File: src/rtl/ced_pkg.sv
`default_nettype none

package ced_pkg;

  // field widths fixed by the interface
  localparam int SAMPLE_W = 16;
  localparam int THR_W    = 31;
  localparam int TMO_W    = 16;
  localparam int SUM_W    = 43;
  localparam int SIL_W    = 16;
  localparam int RUN_W    = 15;
  localparam int CFG_IDX_W = 2;
  localparam int CFG_DAT_W = 31;

  // square of a 16-bit magnitude never exceeds 2^30
  localparam int SQ_W = 31;

  // register indexes
  localparam logic [CFG_IDX_W-1:0] REG_THRESHOLD = 2'd0;
  localparam logic [CFG_IDX_W-1:0] REG_TIMEOUT   = 2'd1;
  localparam logic [CFG_IDX_W-1:0] REG_ARMED     = 2'd2;

  // register reset values
  localparam logic [THR_W-1:0] THR_RESET   = 31'd1073742;
  localparam logic [TMO_W-1:0] TMO_RESET   = 16'd2000;
  localparam logic             ARMED_RESET = 1'b1;

  localparam logic [SIL_W-1:0] SIL_MAX = {SIL_W{1'b1}};
  localparam logic [RUN_W-1:0] RUN_MAX = {RUN_W{1'b1}};

  typedef struct packed {
    logic [THR_W-1:0] threshold;
    logic [TMO_W-1:0] timeout_ms;
    logic             armed;
  } cfg_t;

  typedef struct packed {
    logic [SUM_W-1:0] energy_sum;
    logic             loud;
    logic             speech_seen;
    logic [SIL_W-1:0] silence_ms;
    logic [RUN_W-1:0] loud_run;
    logic             stop;
  } res_t;

  typedef struct packed {
    logic wr;
    logic halted;
  } back_sts_t;

endpackage

`default_nettype wire

File: src/rtl/ced_fifo.sv
`default_nettype none

module ced_fifo #(
  parameter int WIDTH = 8,
  parameter int DEPTH = 4
) (
  input  wire logic                       clk,
  input  wire logic                       rst_n,
  input  wire logic                       wr_en,
  input  wire logic [WIDTH-1:0]           wr_data,
  input  wire logic                       rd_en,
  output logic      [WIDTH-1:0]           rd_data,
  output logic      [$clog2(DEPTH+1)-1:0] count
);

  localparam int AW = (DEPTH > 1) ? $clog2(DEPTH) : 1;
  localparam int CW = $clog2(DEPTH + 1);

  logic [WIDTH-1:0] mem_r [DEPTH];
  logic [AW-1:0]    wr_ptr_r;
  logic [AW-1:0]    rd_ptr_r;
  logic [CW-1:0]    cnt_r;

  // pointers and fill level
  always_ff @(posedge clk) begin
    if (!rst_n) begin
      wr_ptr_r <= '0;
      rd_ptr_r <= '0;
      cnt_r    <= '0;
    end else begin
      if (wr_en) begin
        wr_ptr_r <= (wr_ptr_r == AW'(DEPTH - 1)) ? '0 : wr_ptr_r + AW'(1);
      end
      if (rd_en) begin
        rd_ptr_r <= (rd_ptr_r == AW'(DEPTH - 1)) ? '0 : rd_ptr_r + AW'(1);
      end
      if (wr_en && !rd_en) begin
        cnt_r <= cnt_r + CW'(1);
      end else if (rd_en && !wr_en) begin
        cnt_r <= cnt_r - CW'(1);
      end
    end
  end

  // storage
  always_ff @(posedge clk) begin
    if (wr_en) begin
      mem_r[wr_ptr_r] <= wr_data;
    end
  end

  assign rd_data = mem_r[rd_ptr_r];
  assign count   = cnt_r;

endmodule

`default_nettype wire

File: src/rtl/ced_front.sv
`default_nettype none

module ced_front #(
  parameter int MAX_CHUNK      = 4096,
  parameter int SAMPLES_PER_MS = 16,
  parameter int MDEPTH         = 4
) (
  input  wire logic                                  clk,
  input  wire logic                                  rst_n,
  input  wire logic                                  push,
  output logic                                       full,
  input  wire logic signed [ced_pkg::SAMPLE_W-1:0]   in_sample,
  input  wire logic                                  in_last_in_chunk,
  input  wire logic [$clog2(MDEPTH+1)-1:0]           mid_cnt,
  output logic                                       q_wr,
  output logic [30+$clog2(MAX_CHUNK+1)-1:0]          q_sum,
  output logic [$clog2(MAX_CHUNK+1)-1:0]             q_cnt,
  output logic [$clog2(MAX_CHUNK+1)-1:0]             q_ms
);
  import ced_pkg::*;

  localparam int CNT_W = $clog2(MAX_CHUNK + 1);
  localparam int ACC_W = 30 + CNT_W;
  localparam int SUB_W = (SAMPLES_PER_MS > 1) ? $clog2(SAMPLES_PER_MS) : 1;

  logic               accept;
  logic [SAMPLE_W-1:0] mag;
  logic [CNT_W-1:0]   cnt_inc;
  logic               sub_wrap;
  logic [CNT_W-1:0]   ms_inc;
  logic               chunk_end;

  logic [CNT_W-1:0]   cnt_r;
  logic [SUB_W-1:0]   sub_r;
  logic [CNT_W-1:0]   ms_r;
  logic               v1_r;
  logic               end1_r;
  logic [SQ_W-1:0]    sq1_r;
  logic [CNT_W-1:0]   cnt1_r;
  logic [CNT_W-1:0]   ms1_r;
  logic [ACC_W-1:0]   acc_r;

  // room check: queue fill plus a chunk end about to be written
  assign full   = (32'(mid_cnt) + 32'(q_wr)) >= 32'(MDEPTH);
  assign accept = push && !full;

  // sample magnitude, most negative value maps to 32768
  assign mag = in_sample[SAMPLE_W-1] ? (~in_sample + SAMPLE_W'(1)) : in_sample;

  // chunk bookkeeping for the incoming beat
  assign cnt_inc   = cnt_r + CNT_W'(1);
  assign sub_wrap  = (sub_r == SUB_W'(SAMPLES_PER_MS - 1));
  assign ms_inc    = ms_r + CNT_W'(sub_wrap);
  assign chunk_end = in_last_in_chunk || (cnt_inc == CNT_W'(MAX_CHUNK));

  // control: chunk counters, stage valid and accumulator
  always_ff @(posedge clk) begin
    if (!rst_n) begin
      cnt_r  <= '0;
      sub_r  <= '0;
      ms_r   <= '0;
      v1_r   <= 1'b0;
      end1_r <= 1'b0;
      acc_r  <= '0;
    end else begin
      v1_r <= accept;
      if (accept) begin
        end1_r <= chunk_end;
        if (chunk_end) begin
          cnt_r <= '0;
          sub_r <= '0;
          ms_r  <= '0;
        end else begin
          cnt_r <= cnt_inc;
          sub_r <= sub_wrap ? '0 : sub_r + SUB_W'(1);
          ms_r  <= ms_inc;
        end
      end
      if (v1_r) begin
        acc_r <= end1_r ? '0 : q_sum;
      end
    end
  end

  // square stage payload
  always_ff @(posedge clk) begin
    if (accept) begin
      sq1_r  <= SQ_W'(mag) * SQ_W'(mag);
      cnt1_r <= cnt_inc;
      ms1_r  <= ms_inc;
    end
  end

  // accumulate and hand finished chunks to the queue
  assign q_sum = acc_r + ACC_W'(sq1_r);
  assign q_wr  = v1_r && end1_r;
  assign q_cnt = cnt1_r;
  assign q_ms  = ms1_r;

endmodule

`default_nettype wire

File: src/rtl/ced_back.sv
`default_nettype none

module ced_back #(
  parameter int MAX_CHUNK = 4096,
  parameter int ODEPTH    = 4
) (
  input  wire logic                                clk,
  input  wire logic                                rst_n,
  input  wire ced_pkg::cfg_t                       cfg,
  input  wire logic                                q_empty,
  output logic                                     q_rd,
  input  wire logic [30+$clog2(MAX_CHUNK+1)-1:0]   q_sum,
  input  wire logic [$clog2(MAX_CHUNK+1)-1:0]      q_cnt,
  input  wire logic [$clog2(MAX_CHUNK+1)-1:0]      q_ms,
  input  wire logic [$clog2(ODEPTH+1)-1:0]         out_cnt,
  output ced_pkg::res_t                            res,
  output ced_pkg::back_sts_t                       sts
);
  import ced_pkg::*;

  localparam int CNT_W  = $clog2(MAX_CHUNK + 1);
  localparam int ACC_W  = 30 + CNT_W;
  localparam int PROD_W = THR_W + CNT_W;
  localparam int ADD_W  = ((CNT_W > SIL_W) ? CNT_W : SIL_W) + 1;

  logic               pv_r;
  logic [ACC_W-1:0]   psum_r;
  logic [CNT_W-1:0]   pms_r;
  logic [PROD_W-1:0]  prod_r;

  logic               speech_r;
  logic [SIL_W-1:0]   sil_r;
  logic [RUN_W-1:0]   run_r;
  logic               halted_r;

  logic               speech_nxt;
  logic [SIL_W-1:0]   sil_nxt;
  logic [RUN_W-1:0]   run_nxt;
  logic               halted_nxt;
  logic               loud;
  logic               stop;
  logic               res_wr;
  logic [ADD_W-1:0]   sil_add;

  // take a chunk when the result queue is sure to have room
  assign q_rd = !q_empty && ((32'(out_cnt) + 32'(pv_r)) < 32'(ODEPTH));

  // product stage: threshold times sample count
  always_ff @(posedge clk) begin
    if (!rst_n) begin
      pv_r <= 1'b0;
    end else begin
      pv_r <= q_rd;
    end
  end

  always_ff @(posedge clk) begin
    if (q_rd) begin
      psum_r <= q_sum;
      pms_r  <= q_ms;
      prod_r <= PROD_W'(cfg.threshold) * PROD_W'(q_cnt);
    end
  end

  // decision stage: loudness and silence timing
  always_comb begin
    speech_nxt = speech_r;
    sil_nxt    = sil_r;
    run_nxt    = run_r;
    halted_nxt = halted_r;
    stop       = 1'b0;
    loud       = PROD_W'(psum_r) > prod_r;
    sil_add    = ADD_W'(sil_r) + ADD_W'(pms_r);
    res_wr     = pv_r && !halted_r;
    if (res_wr) begin
      if (loud) begin
        if (run_r != RUN_MAX) begin
          run_nxt = run_r + RUN_W'(1);
        end
        speech_nxt = 1'b1;
        sil_nxt    = '0;
      end else begin
        run_nxt = '0;
        if (cfg.armed && speech_r) begin
          sil_nxt = (sil_add > ADD_W'(SIL_MAX)) ? SIL_MAX : SIL_W'(sil_add);
          if (sil_nxt >= cfg.timeout_ms) begin
            stop       = 1'b1;
            halted_nxt = 1'b1;
          end
        end
      end
    end
  end

  always_ff @(posedge clk) begin
    if (!rst_n) begin
      speech_r <= 1'b0;
      sil_r    <= '0;
      run_r    <= '0;
      halted_r <= 1'b0;
    end else begin
      speech_r <= speech_nxt;
      sil_r    <= sil_nxt;
      run_r    <= run_nxt;
      halted_r <= halted_nxt;
    end
  end

  // result beat
  assign res.energy_sum  = SUM_W'(psum_r);
  assign res.loud        = loud;
  assign res.speech_seen = speech_nxt;
  assign res.silence_ms  = sil_nxt;
  assign res.loud_run    = run_nxt;
  assign res.stop        = stop;

  assign sts.wr     = res_wr;
  assign sts.halted = halted_r;

endmodule

`default_nettype wire

File: src/rtl/chunk_energy_silence_detector.sv
`default_nettype none

// Energy-based voice activity detector. Signed 16-bit samples stream in, one
// per clock, through push/full; a chunk closes on last_in_chunk or at its
// MAX_CHUNK-th sample, and each closed chunk yields one result through
// empty/pop with the exact sum of squares (units of 2^-30 full scale), the
// loud decision (sum > energy_threshold * count), and the speech, silence and
// loud-run state after it. Sustained rate is one sample per cycle while full
// is low. Samples are squared as accepted; a chunk's result then goes through
// accumulate into the chunk queue, threshold multiply and result queue write.
// full rises only when the four-entry queue between the accumulator and the
// decision logic is about to fill, which follows from pop being held low.
// Once stop is reported, further samples are still taken but produce no
// results until reset. Registers are written through cfg_we/cfg_addr/cfg_data
// and the user must do so only while idle; the block does not enforce it.
module chunk_energy_silence_detector #(
  parameter int MAX_CHUNK      = 4096,
  parameter int SAMPLES_PER_MS = 16
) (
  input  wire logic                                clk,
  input  wire logic                                rst_n,
  input  wire logic                                push,
  output logic                                     full,
  input  wire logic signed [ced_pkg::SAMPLE_W-1:0] in_sample,
  input  wire logic                                in_last_in_chunk,
  output logic                                     empty,
  input  wire logic                                pop,
  output logic [ced_pkg::SUM_W-1:0]                out_chunk_energy_sum,
  output logic                                     out_loud,
  output logic                                     out_speech_seen,
  output logic [ced_pkg::SIL_W-1:0]                out_silence_elapsed_ms,
  output logic [ced_pkg::RUN_W-1:0]                out_loud_run,
  output logic                                     out_stop,
  input  wire logic                                cfg_we,
  input  wire logic [ced_pkg::CFG_IDX_W-1:0]       cfg_addr,
  input  wire logic [ced_pkg::CFG_DAT_W-1:0]       cfg_data
);
  import ced_pkg::*;

  localparam int CNT_W  = $clog2(MAX_CHUNK + 1);
  localparam int ACC_W  = 30 + CNT_W;
  localparam int MDEPTH = 4;
  localparam int ODEPTH = 4;
  localparam int MCW    = $clog2(MDEPTH + 1);
  localparam int OCW    = $clog2(ODEPTH + 1);
  localparam int MQ_W   = ACC_W + 2 * CNT_W;
  localparam int RES_W  = $bits(res_t);

  cfg_t              cfg_r;
  logic              q_wr;
  logic [ACC_W-1:0]  f_sum;
  logic [CNT_W-1:0]  f_cnt;
  logic [CNT_W-1:0]  f_ms;
  logic [MCW-1:0]    mid_cnt;
  logic [MQ_W-1:0]   mid_rd_data;
  logic              q_rd;
  logic [OCW-1:0]    out_cnt;
  res_t              res;
  res_t              head;
  back_sts_t         sts;
  logic              out_rd;

  // configuration registers
  always_ff @(posedge clk) begin
    if (!rst_n) begin
      cfg_r.threshold  <= THR_RESET;
      cfg_r.timeout_ms <= TMO_RESET;
      cfg_r.armed      <= ARMED_RESET;
    end else if (cfg_we) begin
      case (cfg_addr)
        REG_THRESHOLD: cfg_r.threshold  <= cfg_data[THR_W-1:0];
        REG_TIMEOUT:   cfg_r.timeout_ms <= cfg_data[TMO_W-1:0];
        REG_ARMED:     cfg_r.armed      <= cfg_data[0];
        default:       ;
      endcase
    end
  end

  // front: square and accumulate per chunk
  ced_front #(
    .MAX_CHUNK      (MAX_CHUNK),
    .SAMPLES_PER_MS (SAMPLES_PER_MS),
    .MDEPTH         (MDEPTH)
  ) u_front (
    .clk              (clk),
    .rst_n            (rst_n),
    .push             (push),
    .full             (full),
    .in_sample        (in_sample),
    .in_last_in_chunk (in_last_in_chunk),
    .mid_cnt          (mid_cnt),
    .q_wr             (q_wr),
    .q_sum            (f_sum),
    .q_cnt            (f_cnt),
    .q_ms             (f_ms)
  );

  // chunk queue between front and back
  ced_fifo #(
    .WIDTH (MQ_W),
    .DEPTH (MDEPTH)
  ) u_mid_q (
    .clk     (clk),
    .rst_n   (rst_n),
    .wr_en   (q_wr),
    .wr_data ({f_sum, f_cnt, f_ms}),
    .rd_en   (q_rd),
    .rd_data (mid_rd_data),
    .count   (mid_cnt)
  );

  // back: threshold decision and silence timing
  ced_back #(
    .MAX_CHUNK (MAX_CHUNK),
    .ODEPTH    (ODEPTH)
  ) u_back (
    .clk     (clk),
    .rst_n   (rst_n),
    .cfg     (cfg_r),
    .q_empty (mid_cnt == '0),
    .q_rd    (q_rd),
    .q_sum   (mid_rd_data[MQ_W-1 -: ACC_W]),
    .q_cnt   (mid_rd_data[2*CNT_W-1 -: CNT_W]),
    .q_ms    (mid_rd_data[CNT_W-1:0]),
    .out_cnt (out_cnt),
    .res     (res),
    .sts     (sts)
  );

  // result queue
  ced_fifo #(
    .WIDTH (RES_W),
    .DEPTH (ODEPTH)
  ) u_out_q (
    .clk     (clk),
    .rst_n   (rst_n),
    .wr_en   (sts.wr),
    .wr_data (res),
    .rd_en   (out_rd),
    .rd_data (head),
    .count   (out_cnt)
  );

  assign empty  = (out_cnt == '0);
  assign out_rd = pop && !empty;

  assign out_chunk_energy_sum   = head.energy_sum;
  assign out_loud               = head.loud;
  assign out_speech_seen        = head.speech_seen;
  assign out_silence_elapsed_ms = head.silence_ms;
  assign out_loud_run           = head.loud_run;
  assign out_stop               = head.stop;

  // queues never overflow
  a_mid_room: assert property (@(posedge clk) disable iff (!rst_n)
    32'(mid_cnt) <= 32'(MDEPTH))
    else $error("chunk queue overflow");

  a_out_room: assert property (@(posedge clk) disable iff (!rst_n)
    sts.wr |-> 32'(out_cnt) < 32'(ODEPTH) || out_rd)
    else $error("result queue written while full");

  // nothing reported once stopped
  a_halt_quiet: assert property (@(posedge clk) disable iff (!rst_n)
    sts.halted |-> !sts.wr)
    else $error("result after stop");

  // a loud chunk restarts silence and marks speech
  a_loud_state: assert property (@(posedge clk) disable iff (!rst_n)
    (sts.wr && res.loud) |-> (res.silence_ms == '0 && res.speech_seen && !res.stop))
    else $error("loud chunk state mismatch");

  // stop is followed by halt
  a_stop_halts: assert property (@(posedge clk) disable iff (!rst_n)
    (sts.wr && res.stop) |=> sts.halted)
    else $error("stop did not halt");

endmodule

`default_nettype wire
File: config.mk
export PLATFORM = sky130hd
export DESIGN_NAME = chunk_energy_silence_detector
export DESIGN_NICKNAME = d
export VERILOG_FILES = /design/src/rtl/ced_pkg.sv /design/src/rtl/ced_fifo.sv /design/src/rtl/ced_front.sv /design/src/rtl/ced_back.sv /design/src/rtl/chunk_energy_silence_detector.sv
export SDC_FILE = /design/constraint.sdc
export NUM_CORES = 2
export LEC_CHECK = 0
export BUFFER_PORTS_ARGS = -buffer_cell sky130_fd_sc_hd__buf_2
export CAP_MARGIN = 20
export CORE_MARGIN = 3
export CORE_UTILIZATION = 55
export CTS_BUF_LIST = sky130_fd_sc_hd__clkbuf_16
export CTS_CLUSTER_SIZE = 24
export DETAILED_ROUTE_END_ITERATION = 7
export PLACE_DENSITY = 0.71
export SLEW_MARGIN = 20
export SYNTH_ARGS = -nofsm -noshare
export SYNTH_HDL_FRONTEND = slang
export SYNTH_SLANG_ARGS = --single-unit
export TNS_END_PERCENT = 20
File: constraint.sdc
create_clock -name clk -period 8.51 [get_ports clk]
set_input_delay 0.4255 -clock clk [delete_from_list [all_inputs] [get_ports clk]]
set_output_delay 0.4255 -clock clk [all_outputs]
set_load 0.02 [all_outputs]
* Yosys cells after proc, flatten, opt, wreduce, memory -nomap -nowiden
Memories as Yosys holds them, arrays and structs flattened. A register that Yosys moved wholly into a read port is not among the register bits. Cells that the tools add are included. W data, S select, Z words.
Operators by class: add/subtract/negate cells 17, $mul 2, div/mod/pow operators 0, $lt $le $gt $ge 5, eq/ne operators 9, shifts and indexed selects 0, muxes and demuxes 35, bitwise operators 2, reductions and logical operators 28
Operators by type and width (number):
- $mux W16 | 5
- $mux W15 | 3
- $gt A43 B44 Y1 | 1
- $mul A31 B13 Y44 | 1
- $add A43 B31 Y43 | 1
- $mux W43 | 1
- $ge A32 B3 Y1 const B | 1
- $lt A32 B3 Y1 const B | 1
- $mul A16 B16 Y31 | 1
- $mux W13 | 2
- $add A16 B13 Y17 | 1
- $gt A17 B16 Y1 const B | 1
- $add A16 B2 Y16 const B | 1
- $ge A16 B16 Y1 | 1
- $mux W2 | 8
- $not A16 Y16 | 1
- $add A15 B1 Y15 const B | 1
- $ne A15 B15 Y1 const B | 1
- $add A13 B1 Y13 | 1
- $add A13 B1 Y13 const B | 1
- $eq A13 B13 Y1 const B | 1
- $mux W3 | 4
- $eq A2 B2 Y1 const B | 5
- $logic_and A1 B1 Y1 | 10
- other kinds (17) | 44
Storage, ports and cells: register bits after elaboration 328, latch bits 0, bits in writable memories 584, ROM bits 0, bits of input ports 55, output and inout bits 79, logic and storage cells 126, memories kept 2
Memories:
- u_out_q.mem_r | depth 4, width 77, read ports 1, clocked after Yosys merged registers in 1, wr ports 1, RTL line ced_fifo.sv:19 | logic [WIDTH-1:0] mem_r [DEPTH];
- u_mid_q.mem_r | depth 4, width 69, read ports 1, clocked after Yosys merged registers in 1, wr ports 1, RTL line ced_fifo.sv:19

* Depth between registers and ports, before layout
word-level depth 8, gate-level depth with buffers 31, gate-level depth less buffers 30

* Hierarchy
A second synthesis with hierarchy kept.
Unflattened totals: cells, all modules 4637, area, all modules 57327.5 sq um
By module, submodules not included:
- ced_back | instances 1, cells an instance 2040, area each 19262.2 sq um, seq. area each 3683.5 sq um
- ced_front | instances 1, cells an instance 1540, area each 14077.3 sq um, seq. area each 3183.1 sq um
- ced_fifo at u_out_q | instances 1, cells an instance 445, area each 11589.9 sq um, seq. area each 9429.0 sq um
- ced_fifo at u_mid_q | instances 1, cells an instance 403, area each 10410.0 sq um, seq. area each 8468.1 sq um
- chunk_energy_silence_detector | instances 1, cells an instance 209, area each 1988.2 sq um, seq. area each 960.9 sq um

* Worst setup path after synthesis
OpenSTA, ideal clock, no wires.
kind input to register, start input port in_sample[0] (netlist bit), end register u_front.sq1_r[30] (data pin), setup time 0.266 ns, arrival 7.367 ns, required time 8.244 ns, setup slack 0.877 ns, stages on the path 30, path buffers 1, path through clkinv_1 clkbuf_1 ha_1 nand2_1 nand2_1 xor2_1 clkinv_1 nand2_1 inv_1 fa_1 inv_1 fa_1 inv_1 fa_1 inv_1 fa_1 inv_1 fa_1 inv_1 fa_1 inv_1 ha_1 nand2_1 a2111oi_0 a211oi_1 o21ai_1 o221ai_1 a211oi_1 mux2i_1 nand4_1
On the way: word-level cells in the longest chain between the ends 4
RTL lines:
- start: declaration | RTL line chunk_energy_silence_detector.sv:24 | input wire logic signed [ced_pkg::SAMPLE_W-1:0] in_sample,
- $not A16 Y16 | RTL line ced_front.sv:48 | assign mag = in_sample[SAMPLE_W-1] ? (~in_sample + SAMPLE_W'(1)) : in_sample;
- $add A16 B2 Y16 | RTL line ced_front.sv:48
- $mux W16 (*) | RTL line ced_front.sv:48
- $mul A16 B16 Y31 (*) | RTL line ced_front.sv:88 | sq1_r <= SQ_W'(mag) * SQ_W'(mag);
- end signal: assignment | RTL line ced_front.sv:88
- end: declaration | RTL line ced_front.sv:38 | logic [SQ_W-1:0] sq1_r;
Mark *: on every way between the ends. The rest lies on a longest branch, timed or not. A chain may end at the register's enable or synchronous reset.

* Worst setup path after layout
start input port in_sample[0] (netlist bit), end register u_front.sq1_r[26] (data pin)
The elaborated chain is that of the path after synthesis.

==> reports/qor.log <==
[synth] FFs w/ async S/R, synth 0
[layout] Layout Area Growth over Synthesis 9.35%
[synth] synthesized area per cell 12.3 um2
[placement] input/output buffers 133
[routing] vias after detailed routing 35036
[sta] highest clock frequency the design can meet 129 MHz
[synth] dominant cell by count in the synthesized netlist sky130_fd_sc_hd__edfxtp_1
[critical_path] slowest cell delay on critical path 0.55 ns
[routing] total wire length 126000 um
[clocking] H-Tree Depth 3
[job] number of violations of the max-capacitance limit 0
[sta] Setup Viol. Count Final 0
[clocking] insertion delay of the later-clocked pin in the worst-skew pair 0.67 ns
[synth] dominant combinational cell family by area after synthesis adder cells
[grt] grt total ovfl 0
[critical_path] critical path start-end classification in -> reg
[synth] post-synthesis sequential area ratio 0.454
[synth] cells taking the most area after synthesis sky130_fd_sc_hd__edfxtp_1 39%, sky130_fd_sc_hd__fa_1 17%, sky130_fd_sc_hd__ha_1 6.8%
[layout] fraction of layout cells with a size suffix above 1 0.107
[synth] portion of synthesized cell area occupied by the leading cell type 0.393
[critical_path] number of cell instances on the worst register-to-register path 19
[critical_path] Crit path arrival time 8.20 ns
[synth] post-synthesis register bit count 915
[routing] post-DR vias/cell 5.67
[critical_path] cell occurring most often along the worst timing path sky130_fd_sc_hd__fa_1
[synth] share of synthesized cell area in and, or, nand and nor gates 0.0973
[clocking] maximum number of buffers from clock root to sink 3
[critical_path] reg-to-reg setup timing slack 1.01 ns
[routing] number of nets still failing antenna checks after routing 0
[sta] Period Utilization, post-route 0.910
[floorplanning] width of the die 327 um
[synth] number of instances in the synthesized netlist 4618
[routing] routed wire length per instance 20.3 um
[layout] post-layout utilization of the core 0.607
[critical_path] Worst R2R End u_back.prod_r[37]
[placement] final weighted congestion of routability-driven global placement 0.937
[synth] arithmetic-cell share of the synthesized area counting full adders, half adders and majority gates 0.240
[floorplanning] area of the core region 102000 um2
[grt] first-pass GRT wire length 201000 um
[grt] overall track demand over capacity in global routing 0.241
[synth] post-synthesis mux area share 0.0603
[critical_path] maximum fanout encountered on the critical timing path 6
[synth] Cell variety after synth 95
[sta] final critical delay including setup and external delays 7.74 ns
[grt] antenna violations before repair 8
[critical_path] required time of the critical path 8.96 ns
[worst_hold_path] Min-Delay Path Class in -> reg
[sta] Layout Skew 0.0473 ns
[placement] DP HPWL 90800 um
[critical_path] crit end category flop
[grt] via count of the first global-routing pass 36210
[layout] fin nets 5584
[layout] count of non-filler cells in the finished layout 6184
[synth] fraction of synthesized cell area in xor and xnor cells 0.0248
[synth] ranking of synthesized cells by instance count 740 x sky130_fd_sc_hd__edfxtp_1, 654 x sky130_fd_sc_hd__inv_1, 534 x sky130_fd_sc_hd__nand2_1
[critical_path] Critical-path top delay cell sky130_fd_sc_hd__fa_1
[floorplanning] area enclosed by the die boundary 107000 um2
[clocking] root buffer cell sky130_fd_sc_hd__clkbuf_16
[sta] relative max-transition margin 0.287
[placement] total placed cells including tap cells 5995
[routing] first-iteration detailed-routing DRC count 2736
[grt] largest net degree at the start of global routing 72
[synth] Synth warnings 0
[synth] EDFF count, synth 740
[clocking] buffers inserted by post-CTS timing repair 0
[sta] RSZ-0062 raised after global routing no
[floorplanning] height of the chip 327 um
[synth] leading area contributor after synthesis sky130_fd_sc_hd__edfxtp_1
[critical_path] critical path capture point u_front.sq1_r[26]
[sta] number of hold-slack violations in the final timing report 0
[critical_path] launch point of the worst path in_sample[0]
[routing] length of the first detailed-routing pass in iterations 6
[sta] Final Max Slew Viols 0
[synth] Synth Area in Compound Gates 0.0669
[clocking] cts bufs inserted 92
[clocking] clock edge transition at the registers on the reported setup and hold paths 0.07 ns
[floorplanning] starting utilization of the core area 0.556
[critical_path] nature of the critical path startpoint input pin
[outcome] outcome completed
[synth] summed instance area of the synthesized netlist 56600 um2
[routing] count of unresolved DRC violations after routing 0
[floorplanning] number of I/O pins 134
[sta] Slew @ Worst Pin 1.07 ns
[clocking] clk sinks 915
[synth] Top FF cell, synth sky130_fd_sc_hd__edfxtp_1
[sta] Fin Setup TNS 0 ns
[floorplanning] number of cell rows 117
[clocking] clock tree from TritonCTS built
-- cells in the final DEF, fill, tap and decap left out, types with 21 or more instances in the layout --
cell                        Yosys  routed
sky130_fd_sc_hd__xor2_1        63      63
sky130_fd_sc_hd__nand4_1       21      21
sky130_fd_sc_hd__nor2_1       216     215
sky130_fd_sc_hd__ha_1         307     307
sky130_fd_sc_hd__o21ai_0       78      78
sky130_fd_sc_hd__edfxtp_1     740     740
sky130_fd_sc_hd__buf_4          1      47
sky130_fd_sc_hd__a31oi_1       27      27
sky130_fd_sc_hd__nand2b_1      23      23
sky130_fd_sc_hd__a22oi_1       27      27
sky130_fd_sc_hd__mux4_2       146     146
sky130_fd_sc_hd__inv_1        654     667
sky130_fd_sc_hd__nor3_1        41      41
sky130_fd_sc_hd__clkinv_1       7      22
sky130_fd_sc_hd__xnor2_1       97      97
sky130_fd_sc_hd__nand2_1      534     534
sky130_fd_sc_hd__a21oi_1      167     167
sky130_fd_sc_hd__and2_1       154     150
sky130_fd_sc_hd__buf_2         14     133
sky130_fd_sc_hd__dfxtp_1      175     171
sky130_fd_sc_hd__clkbuf_16      0      94
sky130_fd_sc_hd__a21o_1        71      71
sky130_fd_sc_hd__nor2b_1       21      21
sky130_fd_sc_hd__fa_1         486     486
sky130_fd_sc_hd__nand3_1       69      69
-- critical path: cells and delay by family --
kind,cells,cell delay [ns]
adder cells (fa/ha/maj),8,3.71
AO/OA/AOI/OAI,8,1.68
buffers and inverters,7,1.13
AND/OR/NAND/NOR,3,0.79
XOR/XNOR,1,0.44
-- per-stage QoR --
step                      instance area, um2  worst slack, ns  hold WS (ns)
after detailed placement               58700            0.191         0.451
after floorplan                        56600            0.877         0.436
after global routing                   61900            0.196        0.0372
after global placement                 58700            0.348         0.443
after CTS                              61900            0.701       0.00704
final                                  61900            0.769        0.0444
-- metal layers --
metal  vias to the layer above  track usage  wire [um]
met5                         -            0         26
met1                     17689        0.331      53000
met2                      1110        0.402      60700
met4                         4       0.0667       3450
met3                       209       0.0375       8580
li1                      16024            -          -
-- how the worst min path moves through the flow --
stage / startpoint / to / slack, ns / cells past startpoint
floorplan: u_front.ms_r[0] / u_front.ms_r[0] / 0.44 / 2
global placement: u_front.ms_r[0] / u_front.ms_r[0] / 0.44 / 2
detailed placement: cfg_r[2] / cfg_r[2] / 0.45 / 2
CTS: cfg_data[11] / cfg_r[12] / 0.007 / 3
global route: cfg_data[11] / cfg_r[12] / 0.04 / 3
finish: cfg_data[11] / cfg_r[12] / 0.04 / 3
-- sequential cells by signal (all words and copies together), names as in the netlist, 3 cells and up, named ones only --
name,flops
u_out_q.mem_r,308
u_front.sub_r,4
u_front.acc_r,43
u_front.sq1_r,30
u_mid_q.mem_r,276
u_back.prod_r,44
u_front.cnt_r,13
u_front.q_cnt,13
u_front.q_ms,13
u_back.psum_r,43
u_out_q.count,3
u_mid_q.count,3
cfg_r,48
u_back.run_r,15
u_front.ms_r,13
u_back.sil_r,16
u_back.pms_r,13
-- what timing repair did --
item | CTS | global route
hold buffers | 15 | 0
gates resized for setup | 0 | 0
endpoints found under the hold margin | 16 | 0
-- cells by family (layout without fill, tap and decap cells) --
group | Yosys count | count (layout)
and+or+nand+nor | 1184 | 1184
DFF | 915 | 915
buffers and inverters | 843 | 1029
adders and majority gates | 793 | 793
AOI/OAI and AO/OA | 563 | 563
xor gates and xnor gates | 160 | 160
muxes | 158 | 158
other | 2 | 14
-- layout make-up --
class	instances	area (um2)
fillers	7876	40000
inverters	662	2490
clock inverters	78	684
flip-flops and latches	915	25700
multi-input cells	2870	27700
diodes	2	5.00
repair buffers	195	1170
clock buffers	94	2350
well taps	1368	1710
Power is left out: the tool's default activity adds up to more than one toggle a clock period on the data nets, which glitch-free logic cannot reach.
